--- config.mk ---
export PLATFORM = sky130hd
export DESIGN_NAME = mmio_window_access_checker_unit
export DESIGN_NICKNAME = d
export VERILOG_FILES = /design/src/sv/mwac_pkg.sv /design/src/sv/mwac_ram.sv /design/src/sv/mwac_front.sv /design/src/sv/mwac_queue.sv /design/src/sv/mwac_back.sv /design/src/sv/mmio_window_access_checker_unit.sv
export SDC_FILE = /design/constraint.sdc
export NUM_CORES = 2
export LEC_CHECK = 0
export ABC_AREA = 1
export BUFFER_PORTS_ARGS = -buffer_cell sky130_fd_sc_hd__buf_2
export CAP_MARGIN = 20
export CELL_PAD_IN_SITES_DETAIL_PLACEMENT = 0
export CELL_PAD_IN_SITES_GLOBAL_PLACEMENT = 2
export CORE_ASPECT_RATIO = 0.75
export CORE_MARGIN = 10
export CORE_UTILIZATION = 40
export DETAILED_ROUTE_END_ITERATION = 6
export GPL_TIMING_DRIVEN = 0
export PLACE_DENSITY = 0.77
export SLEW_MARGIN = 20
export SYNTH_ARGS = -nofsm -noshare
export SYNTH_HDL_FRONTEND = slang
export SYNTH_SLANG_ARGS = --single-unit
--- constraint.sdc ---
create_clock -name clk_i -period 15.21 [get_ports clk_i]
set_input_delay 3.042 -clock clk_i [delete_from_list [all_inputs] [get_ports clk_i]]
set_output_delay 3.042 -clock clk_i [all_outputs]
set_load 0.05 [all_outputs]
--- src/sv/mwac_pkg.sv ---
// Shared types, constants and helpers for the address window access checker.
// Used by every module of the block but mwac_ram; depends on nothing else.
`timescale 1ns / 1ps
`default_nettype none

package mwac_pkg;

  localparam int unsigned AddrW  = 64;
  localparam int unsigned PermW  = 3;
  localparam int unsigned WidthW = 4;

  localparam logic [PermW-1:0] PERM_READ  = 3'b001;
  localparam logic [PermW-1:0] PERM_WRITE = 3'b010;
  localparam logic [PermW-1:0] PERM_PROBE = 3'b100;

  localparam logic [WidthW-1:0] WIDTH_FIELD_MASK = 4'h f;
  localparam logic [WidthW-1:0] WIDTH_BIT_1B = 4'b0001;
  localparam logic [WidthW-1:0] WIDTH_BIT_2B = 4'b0010;
  localparam logic [WidthW-1:0] WIDTH_BIT_4B = 4'b0100;
  localparam logic [WidthW-1:0] WIDTH_BIT_8B = 4'b1000;

  localparam int unsigned QueueDepth = 2;

  typedef enum logic {
    OP_REGISTER = 1'b0,
    OP_CHECK    = 1'b1
  } op_e;

  // Register index, taken from the word address of the configuration port.
  typedef enum logic {
    REG_ENABLED   = 1'b0,
    REG_WR_LOCKED = 1'b1
  } cfg_reg_e;

  // Classified request as it travels from the front end to the scan engine.
  // For a check, perms holds the needed permission and widths the width bit.
  typedef struct packed {
    op_e               op;
    logic              pre_ok;
    logic [AddrW-1:0]  addr;
    logic [AddrW-1:0]  end_addr;
    logic [PermW-1:0]  perms;
    logic [WidthW-1:0] widths;
    logic              probe;
  } item_t;

  // One window of the table. The end address is kept instead of the length;
  // a stored window never wraps, so both forms give the same answers.
  typedef struct packed {
    logic [AddrW-1:0]  base;
    logic [AddrW-1:0]  end_addr;
    logic [PermW-1:0]  perms;
    logic [WidthW-1:0] widths;
  } entry_t;

  localparam int unsigned EntryW = $bits(entry_t);

  function automatic logic [WidthW-1:0] width_code(input logic [3:0] bytes);
    logic [WidthW-1:0] code;
    case (bytes)
      4'd1:    code = WIDTH_BIT_1B;
      4'd2:    code = WIDTH_BIT_2B;
      4'd4:    code = WIDTH_BIT_4B;
      4'd8:    code = WIDTH_BIT_8B;
      default: code = '0;
    endcase
    return code;
  endfunction

endpackage

`default_nettype wire

--- src/sv/mwac_ram.sv ---
// Generic single write port, single read port RAM with registered read data.
// Holds the window table; no dependencies.
`timescale 1ns / 1ps
`default_nettype none

module mwac_ram #(
  parameter int unsigned Width = 8,
  parameter int unsigned Depth = 16,
  parameter int unsigned AddrW = (Depth > 1) ? $clog2(Depth) : 1
) (
  input  wire logic             clk_i,
  input  wire logic             we_i,
  input  wire logic [AddrW-1:0] waddr_i,
  input  wire logic [Width-1:0] wdata_i,
  input  wire logic [AddrW-1:0] raddr_i,
  output logic      [Width-1:0] rdata_o
);

  logic [Width-1:0] mem_q [Depth];

  always_ff @(posedge clk_i) begin
    if (we_i) begin
      mem_q[waddr_i] <= wdata_i;
    end
    rdata_o <= mem_q[raddr_i];
  end

endmodule

`default_nettype wire

--- src/sv/mwac_front.sv ---
// Front end: configuration registers, request acceptance and classification.
// Depends on mwac_pkg; feeds the request queue.
`timescale 1ns / 1ps
`default_nettype none

module mwac_front (
  input  wire logic                          clk_i,
  input  wire logic                          rst_ni,
  input  wire logic                          psel,
  input  wire logic                          penable,
  input  wire logic                          pwrite,
  input  wire logic [2:0]                    paddr,
  input  wire logic [31:0]                   pwdata,
  output logic      [31:0]                   prdata,
  output logic                               pready,
  input  wire logic                          start,
  output logic                               busy,
  input  wire logic                          operation_i,
  input  wire logic [mwac_pkg::AddrW-1:0]    address_i,
  input  wire logic [mwac_pkg::AddrW-1:0]    window_size_i,
  input  wire logic [mwac_pkg::PermW-1:0]    permission_bits_i,
  input  wire logic [mwac_pkg::WidthW-1:0]   width_mask_i,
  input  wire logic [3:0]                    access_bytes_i,
  input  wire logic                          is_write_i,
  input  wire logic                          probe_only_i,
  input  wire logic                          q_full_i,
  output logic                               push_o,
  output mwac_pkg::item_t                    item_o
);
  import mwac_pkg::*;

  logic             enabled_q, enabled_d;
  logic             wr_locked_q, wr_locked_d;
  logic             cfg_wr;
  cfg_reg_e         cfg_sel;
  logic [AddrW-1:0] operand;
  logic [AddrW:0]   sum;
  logic [WidthW-1:0] bit_code;
  logic             align_ok;
  logic             reg_ok;
  logic             acc_ok;
  logic             is_check;

  assign pready  = 1'b1;
  assign cfg_wr  = psel && penable && pwrite && pready;
  assign cfg_sel = cfg_reg_e'(paddr[2]);

  always_comb begin
    enabled_d   = enabled_q;
    wr_locked_d = wr_locked_q;
    if (cfg_wr) begin
      case (cfg_sel)
        REG_ENABLED:   enabled_d   = pwdata[0];
        REG_WR_LOCKED: wr_locked_d = pwdata[0];
        default:       ;
      endcase
    end
  end

  always_comb begin
    case (cfg_sel)
      REG_ENABLED:   prdata = {31'd0, enabled_q};
      REG_WR_LOCKED: prdata = {31'd0, wr_locked_q};
      default:       prdata = '0;
    endcase
  end

  always_ff @(posedge clk_i or negedge rst_ni) begin
    if (!rst_ni) begin
      enabled_q   <= 1'b1;
      wr_locked_q <= 1'b0;
    end else begin
      enabled_q   <= enabled_d;
      wr_locked_q <= wr_locked_d;
    end
  end

  // One shared adder gives the window end for a registration and the
  // access end for a check; its carry flags a wrap past the top.
  assign is_check = (op_e'(operation_i) == OP_CHECK);
  assign operand  = is_check ? {{(AddrW-4){1'b0}}, access_bytes_i} : window_size_i;
  assign sum      = {1'b0, address_i} + {1'b0, operand};
  assign bit_code = width_code(access_bytes_i);
  assign align_ok = ((address_i[3:0] & (access_bytes_i - 4'd1)) == 4'd0);

  assign reg_ok = (window_size_i != '0) && !sum[AddrW] &&
                  ((permission_bits_i & (PERM_READ | PERM_WRITE)) != '0) &&
                  ((width_mask_i & WIDTH_FIELD_MASK) != '0);
  assign acc_ok = (bit_code != '0) && align_ok && !sum[AddrW] &&
                  !(is_write_i && wr_locked_q);

  always_comb begin
    item_o.op       = op_e'(operation_i);
    item_o.pre_ok   = enabled_q && (is_check ? acc_ok : reg_ok);
    item_o.addr     = address_i;
    item_o.end_addr = sum[AddrW-1:0];
    item_o.perms    = is_check ? (is_write_i ? PERM_WRITE : PERM_READ) : permission_bits_i;
    item_o.widths   = is_check ? bit_code : (width_mask_i & WIDTH_FIELD_MASK);
    item_o.probe    = probe_only_i;
  end

  assign busy   = q_full_i;
  assign push_o = start && !q_full_i;

endmodule

`default_nettype wire

--- src/sv/mwac_queue.sv ---
// Short request queue between the front end and the scan engine.
// Depends on mwac_pkg for the request type and depth.
`timescale 1ns / 1ps
`default_nettype none

module mwac_queue (
  input  wire logic            clk_i,
  input  wire logic            rst_ni,
  input  wire logic            push_i,
  input  wire mwac_pkg::item_t item_i,
  input  wire logic            pop_i,
  output logic                 full_o,
  output logic                 valid_o,
  output mwac_pkg::item_t      head_o
);
  import mwac_pkg::*;

  localparam int unsigned PtrW = (QueueDepth > 1) ? $clog2(QueueDepth) : 1;
  localparam int unsigned CntW = $clog2(QueueDepth + 1);

  item_t            slot_q [QueueDepth];
  logic [PtrW-1:0]  wptr_q, wptr_d;
  logic [PtrW-1:0]  rptr_q, rptr_d;
  logic [CntW-1:0]  cnt_q, cnt_d;
  logic             do_push;
  logic             do_pop;

  assign full_o  = (cnt_q == CntW'(QueueDepth));
  assign valid_o = (cnt_q != '0);
  assign head_o  = slot_q[rptr_q];
  assign do_push = push_i && !full_o;
  assign do_pop  = pop_i && valid_o;

  always_comb begin
    wptr_d = wptr_q;
    rptr_d = rptr_q;
    cnt_d  = cnt_q;
    if (do_push) begin
      wptr_d = (wptr_q == PtrW'(QueueDepth - 1)) ? '0 : wptr_q + PtrW'(1);
    end
    if (do_pop) begin
      rptr_d = (rptr_q == PtrW'(QueueDepth - 1)) ? '0 : rptr_q + PtrW'(1);
    end
    if (do_push && !do_pop) begin
      cnt_d = cnt_q + CntW'(1);
    end else if (do_pop && !do_push) begin
      cnt_d = cnt_q - CntW'(1);
    end
  end

  always_ff @(posedge clk_i or negedge rst_ni) begin
    if (!rst_ni) begin
      wptr_q <= '0;
      rptr_q <= '0;
      cnt_q  <= '0;
    end else begin
      wptr_q <= wptr_d;
      rptr_q <= rptr_d;
      cnt_q  <= cnt_d;
    end
  end

  always_ff @(posedge clk_i) begin
    if (do_push) begin
      slot_q[wptr_q] <= item_i;
    end
  end

endmodule

`default_nettype wire

--- src/sv/mwac_back.sv ---
// Scan engine: walks the window table one entry per cycle for overlap or
// containment, appends new windows and drives the result. Uses mwac_pkg, mwac_ram.
`timescale 1ns / 1ps
`default_nettype none

module mwac_back #(
  parameter int unsigned MAX_WINDOWS = 16
) (
  input  wire logic            clk_i,
  input  wire logic            rst_ni,
  input  wire logic            head_valid_i,
  input  wire mwac_pkg::item_t head_i,
  output logic                 pop_o,
  output logic                 done_o,
  output logic                 accepted_o,
  output logic [3:0]           window_index_o,
  output logic [4:0]           windows_in_use_o
);
  import mwac_pkg::*;

  localparam int unsigned IdxW = (MAX_WINDOWS > 1) ? $clog2(MAX_WINDOWS) : 1;
  localparam int unsigned CntW = $clog2(MAX_WINDOWS + 1);

  typedef enum logic {
    ST_IDLE,
    ST_SCAN
  } state_e;

  state_e          state_q, state_d;
  item_t           item_q, item_d;
  logic [IdxW-1:0] idx_q, idx_d;
  logic [CntW-1:0] total_q, total_d;
  logic            done_q, done_d;
  logic            acc_q, acc_d;
  logic [3:0]      index_q, index_d;

  item_t           cur;
  entry_t          wentry;
  entry_t          rentry;
  logic [EntryW-1:0] rdata;
  logic            ram_we;
  logic [IdxW-1:0] raddr;
  logic            table_full;
  logic            last;
  logic            overlap;
  logic            contain;
  logic            hit;

  assign cur             = (state_q == ST_IDLE) ? head_i : item_q;
  assign wentry.base     = cur.addr;
  assign wentry.end_addr = cur.end_addr;
  assign wentry.perms    = cur.perms;
  assign wentry.widths   = cur.widths;
  assign rentry          = entry_t'(rdata);

  mwac_ram #(
    .Width (EntryW),
    .Depth (MAX_WINDOWS),
    .AddrW (IdxW)
  ) u_table (
    .clk_i   (clk_i),
    .we_i    (ram_we),
    .waddr_i (total_q[IdxW-1:0]),
    .wdata_i (wentry),
    .raddr_i (raddr),
    .rdata_o (rdata)
  );

  assign table_full = (total_q == CntW'(MAX_WINDOWS));
  assign last       = ((CntW'(idx_q) + CntW'(1)) == total_q);

  // Read data always belongs to entry idx_q while scanning.
  assign overlap = (item_q.addr < rentry.end_addr) && (rentry.base < item_q.end_addr);
  assign contain = (item_q.addr >= rentry.base) && (item_q.end_addr <= rentry.end_addr) &&
                   ((rentry.perms & item_q.perms) != '0) &&
                   ((rentry.widths & item_q.widths) != '0) &&
                   (!item_q.probe || ((rentry.perms & PERM_PROBE) != '0));
  assign hit     = (item_q.op == OP_REGISTER) ? overlap : contain;

  always_comb begin
    state_d = state_q;
    item_d  = item_q;
    idx_d   = idx_q;
    total_d = total_q;
    done_d  = 1'b0;
    acc_d   = 1'b0;
    index_d = '0;
    ram_we  = 1'b0;
    raddr   = '0;
    pop_o   = 1'b0;
    case (state_q)
      ST_IDLE: begin
        if (head_valid_i) begin
          pop_o  = 1'b1;
          item_d = head_i;
          idx_d  = '0;
          if (!head_i.pre_ok || (head_i.op == OP_REGISTER && table_full)) begin
            done_d = 1'b1;
          end else if (total_q == '0) begin
            // Empty table: nothing to scan.
            done_d = 1'b1;
            if (head_i.op == OP_REGISTER) begin
              ram_we  = 1'b1;
              acc_d   = 1'b1;
              index_d = 4'(total_q);
              total_d = total_q + CntW'(1);
            end
          end else begin
            state_d = ST_SCAN;
          end
        end
      end
      ST_SCAN: begin
        raddr = idx_q + IdxW'(1);
        if (hit) begin
          done_d  = 1'b1;
          state_d = ST_IDLE;
          if (item_q.op == OP_CHECK) begin
            acc_d   = 1'b1;
            index_d = 4'(idx_q);
          end
        end else if (last) begin
          done_d  = 1'b1;
          state_d = ST_IDLE;
          if (item_q.op == OP_REGISTER) begin
            ram_we  = 1'b1;
            acc_d   = 1'b1;
            index_d = 4'(total_q);
            total_d = total_q + CntW'(1);
          end
        end else begin
          idx_d = idx_q + IdxW'(1);
        end
      end
      default: state_d = ST_IDLE;
    endcase
  end

  always_ff @(posedge clk_i or negedge rst_ni) begin
    if (!rst_ni) begin
      state_q <= ST_IDLE;
      idx_q   <= '0;
      total_q <= '0;
      done_q  <= 1'b0;
      acc_q   <= 1'b0;
      index_q <= '0;
    end else begin
      state_q <= state_d;
      idx_q   <= idx_d;
      total_q <= total_d;
      done_q  <= done_d;
      acc_q   <= acc_d;
      index_q <= index_d;
    end
  end

  always_ff @(posedge clk_i) begin
    item_q <= item_d;
  end

  assign done_o           = done_q;
  assign accepted_o       = acc_q;
  assign window_index_o   = index_q;
  assign windows_in_use_o = 5'(total_q);

endmodule

`default_nettype wire

--- src/sv/mmio_window_access_checker_unit.sv ---
// Top level of the address window access checker.
// Depends on mwac_pkg, mwac_front, mwac_queue, mwac_back and mwac_ram.
//
// Usage: a request (register a window, or check an access) is taken at a
// rising edge where start is high and busy is low. Each request gives exactly
// one result, shown on accepted_o, window_index_o and windows_in_use_o for a
// single cycle while done_o is high; the receiver cannot stall it.
// Configuration (enabled at byte 0, writes_locked at byte 4) goes through the
// APB-style port; pready is always high and reads return the register value.
// Accepted requests wait in a two-entry queue; busy is high while it is full.
// The scan engine reads one table entry per cycle from the window RAM and
// handles one request at a time; the next request waits in the queue until
// the engine is back in idle. A request refused early or sent to an empty
// table needs no scan. A registration scans until the first overlapping
// window, which refuses it, or through all held windows; a check stops at
// the first matching window.
// Reset empties the table, sets enabled to 1 and writes_locked to 0; the
// table RAM needs no clearing since only slots below the window count are compared.
`timescale 1ns / 1ps
`default_nettype none

module mmio_window_access_checker_unit #(
  parameter int unsigned MAX_WINDOWS = 16
) (
  input  wire logic                          clk_i,
  input  wire logic                          rst_ni,
  input  wire logic                          psel,
  input  wire logic                          penable,
  input  wire logic                          pwrite,
  input  wire logic [2:0]                    paddr,
  input  wire logic [31:0]                   pwdata,
  output logic      [31:0]                   prdata,
  output logic                               pready,
  input  wire logic                          start,
  output logic                               busy,
  input  wire logic                          operation_i,
  input  wire logic [mwac_pkg::AddrW-1:0]    address_i,
  input  wire logic [mwac_pkg::AddrW-1:0]    window_size_i,
  input  wire logic [mwac_pkg::PermW-1:0]    permission_bits_i,
  input  wire logic [mwac_pkg::WidthW-1:0]   width_mask_i,
  input  wire logic [3:0]                    access_bytes_i,
  input  wire logic                          is_write_i,
  input  wire logic                          probe_only_i,
  output logic                               done_o,
  output logic                               accepted_o,
  output logic [3:0]                         window_index_o,
  output logic [4:0]                         windows_in_use_o
);
  import mwac_pkg::*;

  item_t front_item;
  item_t head_item;
  logic  push;
  logic  pop;
  logic  q_full;
  logic  q_valid;

  mwac_front u_front (
    .clk_i             (clk_i),
    .rst_ni            (rst_ni),
    .psel              (psel),
    .penable           (penable),
    .pwrite            (pwrite),
    .paddr             (paddr),
    .pwdata            (pwdata),
    .prdata            (prdata),
    .pready            (pready),
    .start             (start),
    .busy              (busy),
    .operation_i       (operation_i),
    .address_i         (address_i),
    .window_size_i     (window_size_i),
    .permission_bits_i (permission_bits_i),
    .width_mask_i      (width_mask_i),
    .access_bytes_i    (access_bytes_i),
    .is_write_i        (is_write_i),
    .probe_only_i      (probe_only_i),
    .q_full_i          (q_full),
    .push_o            (push),
    .item_o            (front_item)
  );

  mwac_queue u_queue (
    .clk_i   (clk_i),
    .rst_ni  (rst_ni),
    .push_i  (push),
    .item_i  (front_item),
    .pop_i   (pop),
    .full_o  (q_full),
    .valid_o (q_valid),
    .head_o  (head_item)
  );

  mwac_back #(
    .MAX_WINDOWS (MAX_WINDOWS)
  ) u_back (
    .clk_i            (clk_i),
    .rst_ni           (rst_ni),
    .head_valid_i     (q_valid),
    .head_i           (head_item),
    .pop_o            (pop),
    .done_o           (done_o),
    .accepted_o       (accepted_o),
    .window_index_o   (window_index_o),
    .windows_in_use_o (windows_in_use_o)
  );

endmodule

`default_nettype wire

# [Word-level counts from Yosys, hierarchy flattened]
# Memories as Yosys holds them, arrays and structs flattened. A register that Yosys moved wholly into a read port is not among the register bits.
# Cells that the tools add are included.
[totals] regBits=159 mem_bits_rw=2436 in_bits=183 output_inout_bits=45 elab_cells=162 n_memories=2
[op_classes] n_addsub=9 n_lt_le_gt_ge=4 eq_ne=15 muxes=64 n_bitwise=6 reduce_logical=45
[memory_table] memory="u_back.u_table.mem_q" words=16 width=135 rd=1 rd_clocked_by_memory_dff=1 wr=1 line_no="mwac_ram.sv:19" rtl="logic [Width-1:0] mem_q [Depth];"
[memory_table] memory="u_queue.slot_q" words=2 width=138 rd=1 rd_clocked_by_memory_dff=0 wr=1 line_no="mwac_queue.sv:21" rtl="item_t slot_q [QueueDepth];"
[op_table] operator="$mux W136" count=1
[op_table] operator="$lt A64 B64 Y1" count=2
[op_table] operator="$add A64 B64 Y65" count=1
[op_table] operator="$ge A64 B64 Y1" count=1
[op_table] operator="$le A64 B64 Y1" count=1
[op_table] operator="$mux W64" count=1
[op_table] operator="$pmux W32 S2" count=1
[op_table] operator="$reduce_bool A64 Y1" count=1
[op_table] operator="$mux W4" count=13
[op_table] operator="$mux W5" count=7
[op_table] operator="$mux W1" count=29
[op_table] operator="$logic_and A1 B1 Y1" count=21
[op_table] operator="$ne A2 B2 Y1 const B" count=8
[op_table] operator="$pmux W4 S2" count=2
[op_table] operator="$pmux W4 S4" count=1
[op_table] operator="$reduce_bool A4 Y1" count=3
[op_table] operator="$pmux W5 S2" count=1
[op_table] operator="$and A4 B4 Y4" count=2
[op_table] operator="$pmux W1 S2" count=4
[op_table] operator="$logic_not A1 Y1" count=7
[op_table] operator="$reduce_and A7 Y1" count=1
[op_table] operator="$mux W2" count=3
[op_table] operator="$reduce_and A2 Y1" count=3
[op_table] operator="$reduce_bool A3 Y1" count=2
[op_table] operator="22 further kinds" count=27

# [Longest topological paths before layout]
[logic_depth] ltp_word=10 ltp_mapped=22 mapped_depth_nobuf=22

# [By module]
# From an unflattened synthesis, not the netlist that was laid out.
[unflattened] cells_unflattened=12249 hier_area_um2=123495.9
[modules_own_cells] module="mwac_ram" instances=1 cells_per_inst=8200 area_per_inst_um2=92323.5 seq_area_each_um2=67564.8
[modules_own_cells] module="mwac_back" instances=1 cells_per_inst=1645 area_per_inst_um2=12961.2 seq_area_each_um2=4514.3
[modules_own_cells] module="mwac_queue" instances=1 cells_per_inst=753 area_per_inst_um2=10344.9 seq_area_each_um2=8388.0
[modules_own_cells] module="mwac_front" instances=1 cells_per_inst=1651 area_per_inst_um2=7866.3 seq_area_each_um2=51.3

# [Worst setup path after synthesis]
# OpenSTA, ideal clock, no wires.
[synth_timing] kind="register to register" startpoint="register u_back.state_q" endpoint="memory u_back.u_table.mem_q[0][0] in the netlist's numbering, enable pin" setup_time_ps=631 t_arrival_ps=14062 required_ps=14579 path_slack_ps=517 path_stages_with_launch=7 n_path_buf=1 synth_period_minus_slack_ps=14693 cell_sequence="dfrtp_1 > buf_4 > a21oi_1 > nand2_1 > nand2_2 > nand2_1 > nor2_1"
[synth_between] elab_chain_len=4
[synth_rtl] element="from (decl)" line_no="mwac_back.sv:29" rtl="state_e state_q, state_d;"
[synth_rtl] element="from (signal assigned)" line_no="mwac_back.sv:148" rtl="state_q <= state_d;"
[synth_rtl] element="$not A1 Y1 (no source line)"
[synth_rtl] element="$pmux W1 S2 *" line_no="mwac_back.sv:91" rtl="case (state_q)"
[synth_rtl] element="$mux W1 *" line_no="mwac_ram.sv:22" rtl="if (we_i) begin"
[synth_rtl] element="$mux W1 (implied by the code) *" line_no="mwac_ram.sv:23" rtl="mem_q[waddr_i] <= wdata_i;"
[synth_rtl] element="to (decl)" line_no="mwac_ram.sv:19"
# Mark *: on every way between the ends. The rest lies on a longest branch, timed or not.

==> results.md <==
* Via count at approximately 84000
* Post-Synth Simple-Gate Area at 9.329%
* Die Y at about 480 um
* Number of synthesized register bits at 2730
* RSZ-0062 raised after global routing: no
* Clk_lat worst skew at between 0.8 and 0.9 ns
* Reg clk slew, reported paths at 0.06 ns
* Initial antenna violation count at 70
* Critical Path RT at around 16 ns
* Crit. End Element: flop
* Max Fclk at ~120 MHz
* Post-CTS setup buffer count at 0
* CP arrival at roughly 9 ns
* Min Tclk post-route at roughly 8.3 ns
* IO Port Bufs at 162
* Number of global-route vias before repair at about 77000
* Total power at 28.31 mW
* Pwr/cell area at ~210 nW/um^2
* Net Sw Frac at about 40%
* Largest cells by area after synthesis: edfxtp_1 (68%), o21ai_0 (5.5%), nor2_1 (4.8%)
* Leak at roughly 48 nW
* DP HPWL at between 300000 and 400000 um
* Status: complete, no violations
* Post-synth EDFFs at between 2000 and 3000
* CTS Hold Buffers Added at 0
* Post-synthesis mux area share at less than 1%
* Synthesized area at 113900 sq um
* Setup WS pre-CTS at roughly 6.5 ns
* CP peak stage delay at ~1.0 ns
* DRC at 0
* Nets at about 11000
* First-pass GRT wire length at 625400 um
* Clock skew at approximately 0.059 ns
* Ratio of cells with drive above 1 in the final layout at about an eighth
* Cts repair resizes at 0
* Die width at ~640 um
* Final TNS setup at 0 ns
* Area Overhead vs Synth at 18.69%
* Slew Viols, Final at 0
* Core ar. at ~280000 sq um
* CTS root buffer: clkbuf_16
* Grt ovf at 0
* Largest family of logic cells by synthesized area: compound AO/OA/AOI/OAI gates
* Peak supply drop at 0.1718 mV
* Mean Syn Cell Area at roughly 12 sq um
* Initial DRT Pass Iterations at 6
* Slew HR at around 6.6%
* Internal Dissipation at about 17 mW
* Via/cell ratio at around 6.0
* Initial drt markers at roughly 14000
* GRT Util Overall at around 29%
* Clock sink total at 2730
* Post-route cell area at roughly 140000 sq um
* Total CTS buffers at between 200 and 300
* Die area at 306700 sq um
* Filler cells at ~25000
* Post-Syn Instances at 9241
* WHS at ~0.53 ns
* Worst slew pin tran at approximately 1.4 ns
* Startpoint Class: primary input
* Crit share post-route at a little over half
* Max cap viols at 0
* Logic gate share of total power at approximately 37%
* I/O pin total at 228
* Synth warn at 0
* Post-Route WL at about 470000 um
* XOR/XNOR Fraction of Synth Area at less than 1%
* Final ANT Viol Nets at 0
* Final worst slack at slightly below 7 ns
* Most used DFF post-synth: edfxtp_1
* Count of cell types in the netlist at about 50
* Routability Congestion at a little over 0.9
* Largest net degree at the start of global routing at 26
* Critical path peak fanout at 11
* Slowest-stage cell, CP: o211ai_1
* Initial Util at 40.23%
* Top-area cell type share of the netlist area at between 60% and 70%
* Sequential power share at between 30% and 40%
* Routed wire per std cell at about 33 um
* Placed inst area at around 130000 sq um
* Deepest clock path buffer count at 4
* Rows at about 170
* Sequential area share after synthesis at between 70% and 80%
* Hold Violations, Final at 0
* Worst hold path class: reg2reg
* Critical path type: in2reg
* Synth Area in Adders at 3.621%
* Clock Power Share at a little under a quarter
* CTS tree: yes
* Critical-path cell list: buf_2 > clkbuf_1 > clkbuf_1 > nor2_1 > ha_1 > nand2_1 > o211ai_1 > nand2_1 > nand2_1 > nand3_1 > nand3_1 > nand3_1 > o211ai_1 > inv_1
* Buf+Inv Stages, Crit Path at 4
* H-Tree Level Count at 5
* Synth async-reset ratio at less than 1%
* Switching power at 11.39 mW
* Area leader, netlist: edfxtp_1
* Top delay family on crit path: buffers and inverters
* Setup Viol. Count Final at 0
* Synth Area in Compound Gates at between 10% and 20%
==> metal layers <==
metal,vias to the layer above,part of all wire (%),track usage (%)
met2,5461,39,38.98
met3,789,14,10.60
met4,30,4.7,11.66
met1,42080,42,42.15
li1,35410,-,-
met5,-,0.042,0
==> through the flow <==
stage                     std cells  util, %
final                         13990    47.75
after detailed placement      13480    44.65
after global placement        13200    42.22
after global routing          13970    47.73
after CTS                     13960    47.71
after floorplan                9271        -
==> path summary, 6_finish.rpt <==
kind | start | depth (start not counted) | slack, ns | endpoint
min in group asynchronous | rst_ni | 1 | 2.20 | u_front.wr_locked_q
worst min-delay path | u_front.enabled_q | 2 | 0.53 | u_front.enabled_q
worst min register to register | u_front.enabled_q | 2 | 0.53 | u_front.enabled_q
max in group asynchronous | rst_ni | 1 | 12.58 | u_back.windows_in_use_o[4]
worst max-delay path | operation_i | 14 | 6.95 | u_queue.slot_q[0][136]
worst max register to register | u_back.item_q[135] | 18 | 8.79 | u_back.u_table.mem_q[12][56]
==> flip-flops by register name, indices dropped and copies added, names as in the netlist <==
signal / count
u_back.idx_q: 4
u_front.enabled_q: 1
u_back.u_table.mem_q: 2160
u_back.u_table.rdata_o: 135
u_front.wr_locked_q: 1
u_back.accepted_o: 1
u_queue.cnt_q: 2
u_back.window_index_o: 4
u_back.done_o: 1
u_queue.slot_q: 276
u_back.item_q: 137
u_back.windows_in_use_o: 5
u_back.state_q: 1
u_queue.wptr_q: 1
u_queue.rptr_q: 1
==> cells in the final DEF (no fill, tap or decap), types with 44 or more instances in the layout <==
master / count
edfxtp_1: 2573
o21ai_0: 1188
buf_16: 85
clkbuf_2: 46
a31oi_2: 44
buf_12: 117
dfxtp_1: 135
inv_1: 425
clkinv_1: 49
o21ai_2: 52
clkbuf_1: 382
xor2_1: 46
nor2_1: 1437
buf_2: 289
nand3_1: 109
clkbuf_16: 286
nand2_1: 1058
o22ai_1: 265
nor3_1: 48
o211ai_1: 186
ha_1: 328
a21oi_1: 271
o221ai_1: 256
==> area by class of cell <==
class	instances	area [sq um]	share of cell area, %
Clock buffer	352	7485	5.537
Multi-Input combinational cell	5562	30680	22.70
Buffer	549	2407	1.781
Antenna cell	29	72.57	0.05368
Sequential cell	2730	80520	59.56
Inverter	430	1614	1.194
Tap cell	3762	4707	3.482
Clock inverter	132	1184	0.8756
Timing Repair Buffer	445	6515	4.819
==> power groups by stage <==
stage	combinational [mW]	sequential, mW	clock (mW)
after CTS	10.3	10.9	6.79
after floorplan	4.37	11.0	0
final	10.6	10.9	6.77
after detailed placement	10.2	11.1	0
after global placement	8.69	11.5	0
after global routing	11.1	11.0	7.09
==> tightest hold or removal path, cell delays in order, from the launching register on <==
cell	delay, ns
dfstp_2	0.37
a21oi_1	0.11
a31oi_1	0.05
==> cell usage after synthesis, types with 21 or more instances <==
cell type  count
nand4_1       22
a21oi_1      273
inv_1        425
clkbuf_1     370
nand2_1     1058
nand3_1      109
nor3_1        48
nor4_1        33
o221ai_1     256
a31oi_1      102
buf_4         35
nor2_1      1455
edfxtp_1    2573
dfrtp_1       21
buf_2        125
o22ai_1      268
xor2_1        46
o21ai_0     1255
o211ai_1     186
xnor2_1       29
ha_1         328
dfxtp_1      135
==> kinds of logic (layout without fill, tap and decap cells) <==
logic type	count (synthesis)	after routing
adders and majority gates	329	329
other	2	61
AOI/OAI and AO/OA	2390	2390
buffers and inverters	979	1908
xor gates and xnor gates	75	75
muxes	1	1
and+or+nand+nor	2735	2735
DFF	2730	2730
No activity file was read; power rests on OpenSTA's default activity.
